[config.mk]
export PLATFORM = sky130hd
export DESIGN_NAME = ntsb_ctrl
export DESIGN_NICKNAME = d
export VERILOG_FILES = /design/src/ntsb_pkg.sv /design/src/ntsb_ctrl.sv
export SDC_FILE = /design/constraint.sdc
export NUM_CORES = 1
export LEC_CHECK = 0
export ABC_CLOCK_PERIOD_IN_PS = 3600
export BUFFER_PORTS_ARGS = -buffer_cell sky130_fd_sc_hd__buf_2
export CAP_MARGIN = 40
export CORE_UTILIZATION = 27
export DETAILED_ROUTE_END_ITERATION = 8
export MAX_ROUTING_LAYER = met4
export PLACE_DENSITY = 0.49
export SETUP_SLACK_MARGIN = 0.3
export SYNTH_ARGS = -nofsm -noshare
export SYNTH_HDL_FRONTEND = slang
export SYNTH_SLANG_ARGS = --single-unit
[constraint.sdc]
create_clock -name clock -period 3.6 [get_ports clock]
set_clock_uncertainty 0.1 [all_clocks]
set_input_delay 0.54 -clock clock [delete_from_list [all_inputs] [get_ports clock]]
set_output_delay 0.54 -clock clock [all_outputs]
set_load 0.005 [all_outputs]
[src/ntsb_pkg.sv]
// Shared types and constants for the triangle snap builder.
// Used by ntsb_ctrl, ntsb_datapath and nav_triangle_snap_builder_top; depends on nothing.
package ntsb_pkg;

   localparam int MAX_CELLS  = 256;
   localparam int CELL_IDX_W = $clog2(MAX_CELLS);
   localparam int CELL_CNT_W = $clog2(MAX_CELLS + 1);
   localparam int COORD_W    = 24;
   localparam int RAY_W      = 16;
   localparam int RADIUS_W   = 32;
   localparam int DIST_W     = 51;

   localparam logic [RADIUS_W-1:0] SNAP_RADIUS_RESET = 32'd32113;

   localparam logic [2:0] FUNC_CLICK = 3'd0;
   localparam logic [2:0] FUNC_MOVE  = 3'd1;
   localparam logic [2:0] FUNC_DROP  = 3'd2;
   localparam logic [2:0] FUNC_UNDO  = 3'd3;
   localparam logic [2:0] FUNC_CLEAR = 3'd4;

   localparam logic [2:0] STAT_TAKEN  = 3'd0;
   localparam logic [2:0] STAT_STORED = 3'd1;
   localparam logic [2:0] STAT_DUP    = 3'd2;
   localparam logic [2:0] STAT_FULL   = 3'd3;
   localparam logic [2:0] STAT_OTHER  = 3'd4;

   localparam logic CSR_SNAP_RADIUS = 1'b0;
   localparam logic CSR_CELL_KIND   = 1'b1;

   typedef struct packed {
      logic signed [COORD_W-1:0] x;
      logic signed [COORD_W-1:0] y;
      logic signed [COORD_W-1:0] z;
   } vec_type;

   typedef enum logic [3:0] {
      OP_NONE      = 4'd0,
      OP_MISC      = 4'd1,
      OP_SCAN_INIT = 4'd2,
      OP_SNAP_END  = 4'd3,
      OP_SORT      = 4'd4,
      OP_DIFF      = 4'd5,
      OP_MUL       = 4'd6,
      OP_CROSS     = 4'd7,
      OP_PART      = 4'd8,
      OP_SUM       = 4'd9,
      OP_ORIENT    = 4'd10,
      OP_COMMIT    = 4'd11,
      OP_OUT       = 4'd12
   } op_type;

   typedef struct packed {
      op_type op;
      logic   load;
      logic   scan_en;
      logic   scan_dup;
   } cmd_type;

   typedef struct packed {
      logic [2:0] func;
      logic       pend_two;
      logic       scan_done;
      logic       out_free;
   } stat_type;

endpackage

[src/ntsb_ctrl.sv]
// Sequencer of the triangle snap builder: walks one item through decode, scans,
// triangle math and result load. Drives ntsb_datapath; depends on ntsb_pkg.
module ntsb_ctrl (
   input  logic               clock,
   input  logic               reset,
   input  logic               req_valid,
   output logic               req_ready,
   input  ntsb_pkg::stat_type stat,
   output ntsb_pkg::cmd_type  cmd
);

   typedef enum logic [15:0] {
      ST_IDLE      = 16'h0001,
      ST_DECODE    = 16'h0002,
      ST_MISC      = 16'h0004,
      ST_SNAP_SCAN = 16'h0008,
      ST_SNAP_END  = 16'h0010,
      ST_SORT      = 16'h0020,
      ST_DIFF      = 16'h0040,
      ST_MUL       = 16'h0080,
      ST_CROSS     = 16'h0100,
      ST_PART      = 16'h0200,
      ST_SUM       = 16'h0400,
      ST_ORIENT    = 16'h0800,
      ST_DUP_INIT  = 16'h1000,
      ST_DUP_SCAN  = 16'h2000,
      ST_COMMIT    = 16'h4000,
      ST_RESULT    = 16'h8000
   } state_type;

   state_type state_ff, state_in;

   assign req_ready = (state_ff == ST_IDLE);

   always_comb begin
      state_in     = state_ff;
      cmd.op       = ntsb_pkg::OP_NONE;
      cmd.load     = 1'b0;
      cmd.scan_en  = 1'b0;
      cmd.scan_dup = 1'b0;
      case (state_ff)
         ST_IDLE: begin
            if (req_valid) begin
               cmd.load = 1'b1;
               state_in = ST_DECODE;
            end
         end
         ST_DECODE: begin
            if (stat.func == ntsb_pkg::FUNC_CLICK) begin
               cmd.op   = ntsb_pkg::OP_SCAN_INIT;
               state_in = ST_SNAP_SCAN;
            end else begin
               state_in = ST_MISC;
            end
         end
         ST_MISC: begin
            cmd.op   = ntsb_pkg::OP_MISC;
            state_in = ST_RESULT;
         end
         ST_SNAP_SCAN: begin
            cmd.scan_en = 1'b1;
            if (stat.scan_done) begin
               state_in = ST_SNAP_END;
            end
         end
         ST_SNAP_END: begin
            cmd.op   = ntsb_pkg::OP_SNAP_END;
            state_in = stat.pend_two ? ST_SORT : ST_RESULT;
         end
         ST_SORT: begin
            cmd.op   = ntsb_pkg::OP_SORT;
            state_in = ST_DIFF;
         end
         ST_DIFF: begin
            cmd.op   = ntsb_pkg::OP_DIFF;
            state_in = ST_MUL;
         end
         ST_MUL: begin
            cmd.op   = ntsb_pkg::OP_MUL;
            state_in = ST_CROSS;
         end
         ST_CROSS: begin
            cmd.op   = ntsb_pkg::OP_CROSS;
            state_in = ST_PART;
         end
         ST_PART: begin
            cmd.op   = ntsb_pkg::OP_PART;
            state_in = ST_SUM;
         end
         ST_SUM: begin
            cmd.op   = ntsb_pkg::OP_SUM;
            state_in = ST_ORIENT;
         end
         ST_ORIENT: begin
            cmd.op   = ntsb_pkg::OP_ORIENT;
            state_in = ST_DUP_INIT;
         end
         ST_DUP_INIT: begin
            cmd.op       = ntsb_pkg::OP_SCAN_INIT;
            cmd.scan_dup = 1'b1;
            state_in     = ST_DUP_SCAN;
         end
         ST_DUP_SCAN: begin
            cmd.scan_en = 1'b1;
            if (stat.scan_done) begin
               state_in = ST_COMMIT;
            end
         end
         ST_COMMIT: begin
            cmd.op   = ntsb_pkg::OP_COMMIT;
            state_in = ST_RESULT;
         end
         ST_RESULT: begin
            if (stat.out_free) begin
               cmd.op   = ntsb_pkg::OP_OUT;
               state_in = ST_IDLE;
            end
         end
         default: begin
            state_in = ST_IDLE;
         end
      endcase
   end

   always_ff @(posedge clock) begin
      if (reset) begin
         state_ff <= ST_IDLE;
      end else begin
         state_ff <= state_in;
      end
   end

endmodule

After elaboration in Yosys (flattened, before gate mapping)
Cells that the tools add are included.
{"block": "word_totals", "ff_bits": 16, "inputBits": 9, "output_inout_bits": 8, "word_cells": 39}
{"block": "op_classes", "eq_ne": 20, "muxes": 14, "n_reduce_logical": 4}
{"cell": "case mux 16 bit (15 select lines)", "count": 1}
{"cell": "2-to-1 mux 16 bit", "count": 5}
{"cell": "case mux 4 bit (13 select lines)", "count": 1}
{"cell": "equality test 16 x 1 -> 1 bit (second input constant)", "count": 1}
{"cell": "equality test 16 x 10 -> 1 bit (second input constant)", "count": 1}
{"cell": "equality test 16 x 11 -> 1 bit (second input constant)", "count": 1}
{"cell": "equality test 16 x 12 -> 1 bit (second input constant)", "count": 1}
{"cell": "equality test 16 x 13 -> 1 bit (second input constant)", "count": 1}
{"cell": "equality test 16 x 14 -> 1 bit (second input constant)", "count": 1}
{"cell": "equality test 16 x 15 -> 1 bit (second input constant)", "count": 1}
{"cell": "equality test 16 bit (second input constant)", "count": 1}
{"cell": "equality test 16 x 2 -> 1 bit (second input constant)", "count": 1}
{"cell": "equality test 16 x 3 -> 1 bit (second input constant)", "count": 1}
{"cell": "equality test 16 x 4 -> 1 bit (second input constant)", "count": 1}
{"cell": "equality test 16 x 5 -> 1 bit (second input constant)", "count": 1}
{"cell": "equality test 16 x 6 -> 1 bit (second input constant)", "count": 1}
{"cell": "equality test 16 x 7 -> 1 bit (second input constant)", "count": 1}
{"cell": "equality test 16 x 8 -> 1 bit (second input constant)", "count": 1}
{"cell": "equality test 16 x 9 -> 1 bit (second input constant)", "count": 1}
{"cell": "2-to-1 mux 4 bit", "count": 2}
{"cell": "inequality test 2 bit (second input constant)", "count": 4}
{"cell": "2-to-1 mux 1 bit", "count": 4}
{"cell": "AND reduction 4 bit", "count": 1}
{"cell": "OR reduction 2 bit", "count": 2}
{"cell": "2 further kinds", "count": 2}

Longest topological paths before layout
Gate-level depths: netlist (run 1).
{"block": "depth", "ltp_word": 3, "depth_mapped": 6, "mapped_depth_nobuf": 5}

Least setup slack after synthesis (run 1)
OpenSTA, ideal clock, no wires.
{"block": "synth_path", "path_kind": "flip-flop to output port", "startpoint": "register state_ff[0]", "endpoint": "output cmd[4] in the netlist's numbering", "t_arrival_ns": 1.686, "required_ns": 2.960, "path_slack_ns": 1.274, "stages_incl_launch_ff": 6, "path_buffers": 0, "path_cell_list": "dfxtp_1 > nor4_4 > nand3_4 > or4_4 > o21ai_1 > or4b_1"}
{"element": "start: declaration", "line_no": "ntsb_ctrl.sv:31", "text": "state_type state_ff, state_in;"}
{"element": "start signal: assignment", "line_no": "ntsb_ctrl.sv:129", "text": "state_ff <= state_in;"}
{"element": "end: declaration", "line_no": "ntsb_ctrl.sv:9", "text": "output ntsb_pkg::cmd_type cmd"}

==> results of run 1 <==
==> synthesized netlist by cell type, types with 3 or more instances <==
cell      instances  share of area
xor2_1            3          0.026
o31ai_1           3          0.022
nor3_1            8          0.040
nor4_4            4          0.085
nor3_2            3          0.030
and3_1            3          0.019
nor2_1           10          0.037
nand4_1           3          0.019
nor2_2            5          0.031
nand2_1          12          0.045
a21oi_1           3          0.015
nor4b_1           6          0.052
nand4b_1          3          0.026
dfxtp_1          16           0.32
nor4_1            3          0.019
nand3_1           3          0.015
==> cells in the final DEF (no fill, tap or decap), types with 2 or more instances in the layout <==
master	netlist	routed
a21oi_1	3	3
and3_1	3	3
buf_2	0	16
clkbuf_8	0	4
dfxtp_1	16	16
inv_1	2	2
nand2_1	12	12
nand2b_1	2	2
nand3_1	3	3
nand4_1	3	3
nand4b_1	3	3
nor2_1	10	10
nor2_2	5	5
nor3_1	8	8
nor3_2	3	3
nor3b_1	2	2
nor4_1	3	3
nor4_4	4	4
nor4b_1	6	6
o31ai_1	3	3
or3_1	2	2
or4_1	2	2
or4b_1	2	2
xor2_1	3	3
==> worst paths after layout <==
path	startpoint	to	slack (ns)
setup reg to reg	state_ff[0]	state_ff[10]	1.25
hold reg to reg	state_ff[3]	state_ff[3]	0.47
hold / removal	reset	state_ff[13]	0.44
setup / recovery	state_ff[0]	cmd[4]	0.61
==> cell type report <==
type / instances / area, sq um / area share
Timing Repair Buffer: 16 / 80.1 / 0.0674
Tap cell: 46 / 57.6 / 0.0485
Inverter: 2 / 7.51 / 0.00632
Sequential cell: 16 / 320 / 0.270
Multi-Input combinational cell: 94 / 667 / 0.562
Clock buffer: 4 / 55.1 / 0.0464
==> cell families after synthesis <==
logic type,synth area share
flip-flops,0.318
AO/OA/AOI/OAI,0.0547
AND/OR/NAND/NOR,0.573
buffers and inverters,0.0187
XOR/XNOR,0.0348
==> stage by stage <==
stage | hold WS [ns] | cells | util
6_report | 0.439 | 178 | 0.345
5_1_grt | 0.453 | 178 | 0.345
4_1_cts | 0.437 | 178 | 0.345
3_5_place_dp | 0.466 | 174 | 0.329
3_3_place_gp | 0.472 | 174 | 0.329
2_1_floorplan | 0.407 | 113 | -
==> worst reg2reg max path: stages (launching register included) <==
cell and delay, ns:
dfxtp_1 0.37, nor4_4 0.56, nand3_1 0.24, nor3b_2 0.41
or4_1 0.48, nor3_2 0.08
==> power by group <==
part           total (mW)  internal (mW)  switching (mW)  leakage, nW
logic              0.0870         0.0343          0.0528        0.338
clock network       0.164         0.0973          0.0663       0.0288
registers           0.193          0.183          0.0102        0.129
==> routing by layer <==
metal	vias to the layer above	track usage	wire length, um
met5	-	-	0
met4	0	0.0872	74
met3	7	0.0255	76
met2	17	0.222	1240
met1	439	0.180	1140
li1	469	-	-
==> impl_metrics.csv, run 1 <==
group,metric,value,unit
setup_path,cp_num_cells,6,
final_layout,drive_gt1_frac,0.295,
synth,ys.warnings.count,0,
timing,setup_tns,0,ns
synth,synthCells,113,
timing,hold_viol_final,0,
power_and_ir_drop,power,444,uW
final_layout,stdcell_area,1190,sq um
final_layout,regMostFlops,"state_ff",
setup_path,worstPathCellList,"nor4_4 -> nand3_4 -> or4_4 -> o21ai_1 -> or4b_1 -> buf_2",
drt,drtIter0Drc,42,
timing,grt_setup_unrepaired,"no",
global_route,grt_pass1_wl,4.35,mm
placement,placed_area,1130,sq um
final_layout,reg.largest.list,"state_ff (16)",
setup_path,worst-r2r-cell-count,5,
final_layout,area_growth,18.0,%
clocking,cts_tree,"yes",
clocking,cts_buffers,3,
global_route,antenna_found_initial,0,
setup_path,crit_buf_inv,1,
worst_hold_path,hold_path_class,"primary input to register",
timing,setup_viol,0,
global_route,grt_start_max_net_pins,10,
synth,synth_ff_type,"dfxtp_1",
placement,place_hpwl,2.01,mm
global_route,grt_usage,0.147,
outcome,outcome,"finished clean",
timing,fmax,0.334,GHz
setup_path,path_max_fanout,8,
timing,slew_headroom,0.644,
clocking,clockBufferDepth,2,
timing,worstMarginPinSlew,0.531,ns
clocking,cts_resized,0,
power_and_ir_drop,power_density,374,nW/um^2
run,timing.max_cap.violations,0,
setup_path,path_class,"register to output port",
clocking,htree_levels,1,
timing,slew_viol_final,0,
drt,antenna_left,0,
clocking,root_buffer,"clkbuf_8",
die,die_area,3970,sq um
clocking,insertion_delay,0.26,ns
synth,synth_fp_nets,122,
clocking,clk_pin_slew,0.07,ns
placement,dp_slack,0.933,ns
die,initial_core_util,0.292,
final_layout,num_antenna_cells,0,
drt,drc,0,
die,fp-row-count,21,
synth,synth_enable_flop_cells,0,
clocking,post_cts_buffers,0,
synth,seq_area_frac_synth,0.318,
setup_path,crit_path_start_kind,"register",
placement,place_congestion,0.821,
setup_path,cpMaxStageDelayCell,"nor4_4",
synth,avgSynthCellArea,8.90,sq um
global_route,grt_pass1_vias,896,
setup_path,cp-end-kind,"output port",
final_layout,largest_reg_flops,16,
setup_path,critPathMaxStageDelay,0.55,ns
drt,num_vias,932,
power_and_ir_drop,irDropWorstVdd,0.104,mV
global_route,grt_overflow,0,
timing,fin_crit,2.99,ns
synth,async_flop_share,0,
drt,viasPerCell,5.24,
timing,fin_crit_sh,0.831,
setup_path,cp.required,2.96,ns
synth,syn-cell-area,1010,sq um
worst_hold_path,hold-path-cell-count,2,
placement,port_buffers,16,
setup_path,worstPathArrival,2.35,ns
drt,wirelength,2.53,mm
clocking,hold_buffers,0,
timing,setup_slack,0.609,ns
die,core_area,3440,sq um
die,die_h,63.0,um
die,die_x,63.0,um
clocking,cts_sinks,16,
final_layout,nets,142,
power_and_ir_drop,p_leak,0.496,nW
synth,ys_ff_latch,16,
synth,ys_types,35,
final_layout,fill_cells,372,
setup_path,cp_top_family,"simple AND/OR/NAND/NOR gates",
die,io_pins,17,
drt,firstDrtPassIters,4,
drt,routedWlPerCell,14.2,um
Note: power is estimated with default switching activity, not from simulation.
==> run 2, diff against run 1 <==
Settings changed: ABC_AREA from default to 1, ABC_CLOCK_PERIOD_IN_PS 3600 to 3070.
Clock period 3.6 ns to 3.07 ns, I/O delays scaled along.
==> impl_metrics.csv, run 2 <==
group,metric,value,unit
final_layout,mostFrequentLayoutCell,"nor2_1",
global_route,antenna_found_initial,0,
final_layout,fill_cells,457,
synth,synth_top_area_share,0.282,
final_layout,largest_reg_flops,16,
final_layout,utilization,0.325,
synth,ys.warnings.count,0,
placement,place_congestion,0.859,
drt,drc,0,
clocking,cts_resized,0,
synth,synth_simple_gate_area_share,0.564,
timing,whs,0.393,ns
setup_path,path_max_fanout,13,
global_route,grt_pass1_vias,948,
final_layout,nets,203,
clocking,clockBufferDepth,2,
synth,ys_types,22,
die,io_pins,17,
synth,synthTopCellsByArea,"dfxtp_1 28%, nor2_1 11%, nand2_1 9.9%",
synth,seq_area_frac_synth,0.282,
setup_path,crit_path_start_kind,"register",
global_route,grt_pass1_wl,4.28,mm
clocking,insertion_delay,0.25,ns
synth,async_flop_share,0,
synth,syn-cell-area,1140,sq um
clocking,cts_tree,"yes",
synth,synth_compound_area_frac,0.0253,
timing,fmax,0.452,GHz
setup_path,worstPathCellList,"nor2_2 -> nand2_2 -> nor2_4 -> nand2_1 -> inv_2 -> nor3_1 -> nand3_1 -> buf_2",
die,fp-row-count,23,
timing,setup_viol,0,
power_and_ir_drop,p_leak,0.741,nW
die,die_x,66.9,um
die,initial_core_util,0.282,
die,die_h,66.9,um
global_route,grt_usage,0.133,
clocking,cts_buffers,3,
drt,num_vias,1040,
global_route,grt_overflow,0,
placement,placed_area,1250,sq um
drt,viasPerCell,4.28,
final_layout,area_growth,15.1,%
synth,avgSynthCellArea,6.46,sq um
timing,worstMarginPinSlew,0.393,ns
timing,fin_crit,2.21,ns
power_and_ir_drop,power,727,uW
timing,setup_slack,0.857,ns
drt,drtIter0Drc,23,
final_layout,drive_gt1_frac,0.290,
synth,ys_top_cells_by_count,"33 x nor2_1, 30 x nand2_1, 26 x inv_1, 16 x dfxtp_1, 16 x nand3_1",
timing,slew_headroom,0.737,
synth,synth_enable_flop_cells,0,
drt,firstDrtPassIters,4,
synth,synth_ff_type,"dfxtp_1",
setup_path,regToRegSetupSlack,1.28,ns
worst_hold_path,hold_path_class,"primary input to register",
synth,synthCells,176,
synth,synth_xor_area_frac,0,
power_and_ir_drop,irDropWorstVdd,0.288,mV
setup_path,cp.required,2.51,ns
global_route,grt_start_max_net_pins,14,
synth,synth_fp_nets,185,
clocking,htree_levels,1,
timing,setup_tns,0,ns
synth,ys_ff_latch,16,
clocking,post_cts_buffers,0,
run,timing.max_cap.violations,0,
die,core_area,4030,sq um
setup_path,cpMaxStageDelayCell,"nor2_4",
global_route,grt_use_met3,0.0205,
placement,port_buffers,16,
timing,grt_setup_unrepaired,"no",
setup_path,rr_startpoint,"state_ff[0]",
placement,dp_cells,239,
timing,hold_viol_final,0,
synth,synth.area.mux_share,0,
final_layout,stdcell_area,1310,sq um
final_layout,final_cells,243,
clocking,clk_pin_slew,0.07,ns
placement,dp_slack,1.13,ns
final_layout,num_antenna_cells,0,
setup_path,cp-end-kind,"output port",
final_layout,regMostFlops,"state_ff",
drt,wirelength,2.50,mm
clocking,root_buffer,"clkbuf_8",
power_and_ir_drop,power_density,555,nW/um^2
final_layout,reg.largest.list,"state_ff (16)",
clocking,hold_buffers,0,
drt,routedWlPerCell,10.3,um
synth,yosysMostFrequentCell,"nor2_1",
drt,antenna_left,0,
clocking,cts_sinks,16,
placement,place_hpwl,2.02,mm
setup_path,critPathLaunch,"state_ff[0]",
synth,synth_fa_ha_area_frac,0,
die,die_area,4480,sq um
global_route,use_met2,0.202,
setup_path,path_class,"register to output port",
outcome,outcome,"finished clean",
timing,slew_viol_final,0,
synth,synth_top_family_by_area,"simple AND/OR/NAND/NOR gates",
timing,fin_crit_sh,0.721,
setup_path,worstPathArrival,1.65,ns
worst_hold_path,hp-start,"stat[2]",
global_route,use_met1,0.179,
global_route,busiest_layer,"met2",
final_layout,mostFrequentLayoutCells,"33 x nor2_1, 30 x nand2_1, 26 x inv_1",
synth,yosysTopAreaCell,"dfxtp_1",
setup_path,critPathMaxStageDelay,0.34,ns
## run 2: cell types whose count changed after synthesis, moves of 6 or more
cell	previous run	this run
nand3_1	3	16
nor2_1	10	33
nand2_1	12	30
nor2_4	0	8
nor4b_1	6	0
inv_1	2	26
nand2_2	1	11
## run 2: cell families after synthesis
logic type,after synthesis
buffers and inverters,35
and+or+nand+nor,120
DFF,16
AOI/OAI and AO/OA,5
## run 2: critical path: cells and delay by family, from the launching register on
kind / cells / cell delay [ns]
buffers and inverters: 2 / 0.20
flip-flops: 1 / 0.33
AND/OR/NAND/NOR: 6 / 0.87
## run 2: cell type report
cell class                 instances  area, sq um  share of cell area
sequential                        16          320               0.245
clock buffer                       4         55.1              0.0421
tap                               50         62.6              0.0478
inverter                          32          120              0.0918
multi-input combinational        125          671               0.512
timing repair buffer              16         80.1              0.0612
## run 2: power by group
group,switching [mW],internal (mW)
Sequential,0.0152,0.227
Combinational,0.202,0.0927
Clock,0.0761,0.114
Total,0.294,0.433
## run 2: layer usage
layer / routed length, um / share of wire / vias up
met1: 1310 / 0.52 / 457
met5: 0 / 0 / -
met4: 19 / 0.0076 / 0
li1: - / - / 569
met3: 65 / 0.026 / 2
met2: 1110 / 0.44 / 12
## run 2: worst paths after layout
path | endpoint | cells after the start
min | state_ff[5] | 2
max | cmd[4] | 8
min reg2reg | state_ff[13] | 4
max reg2reg | state_ff[13] | 10
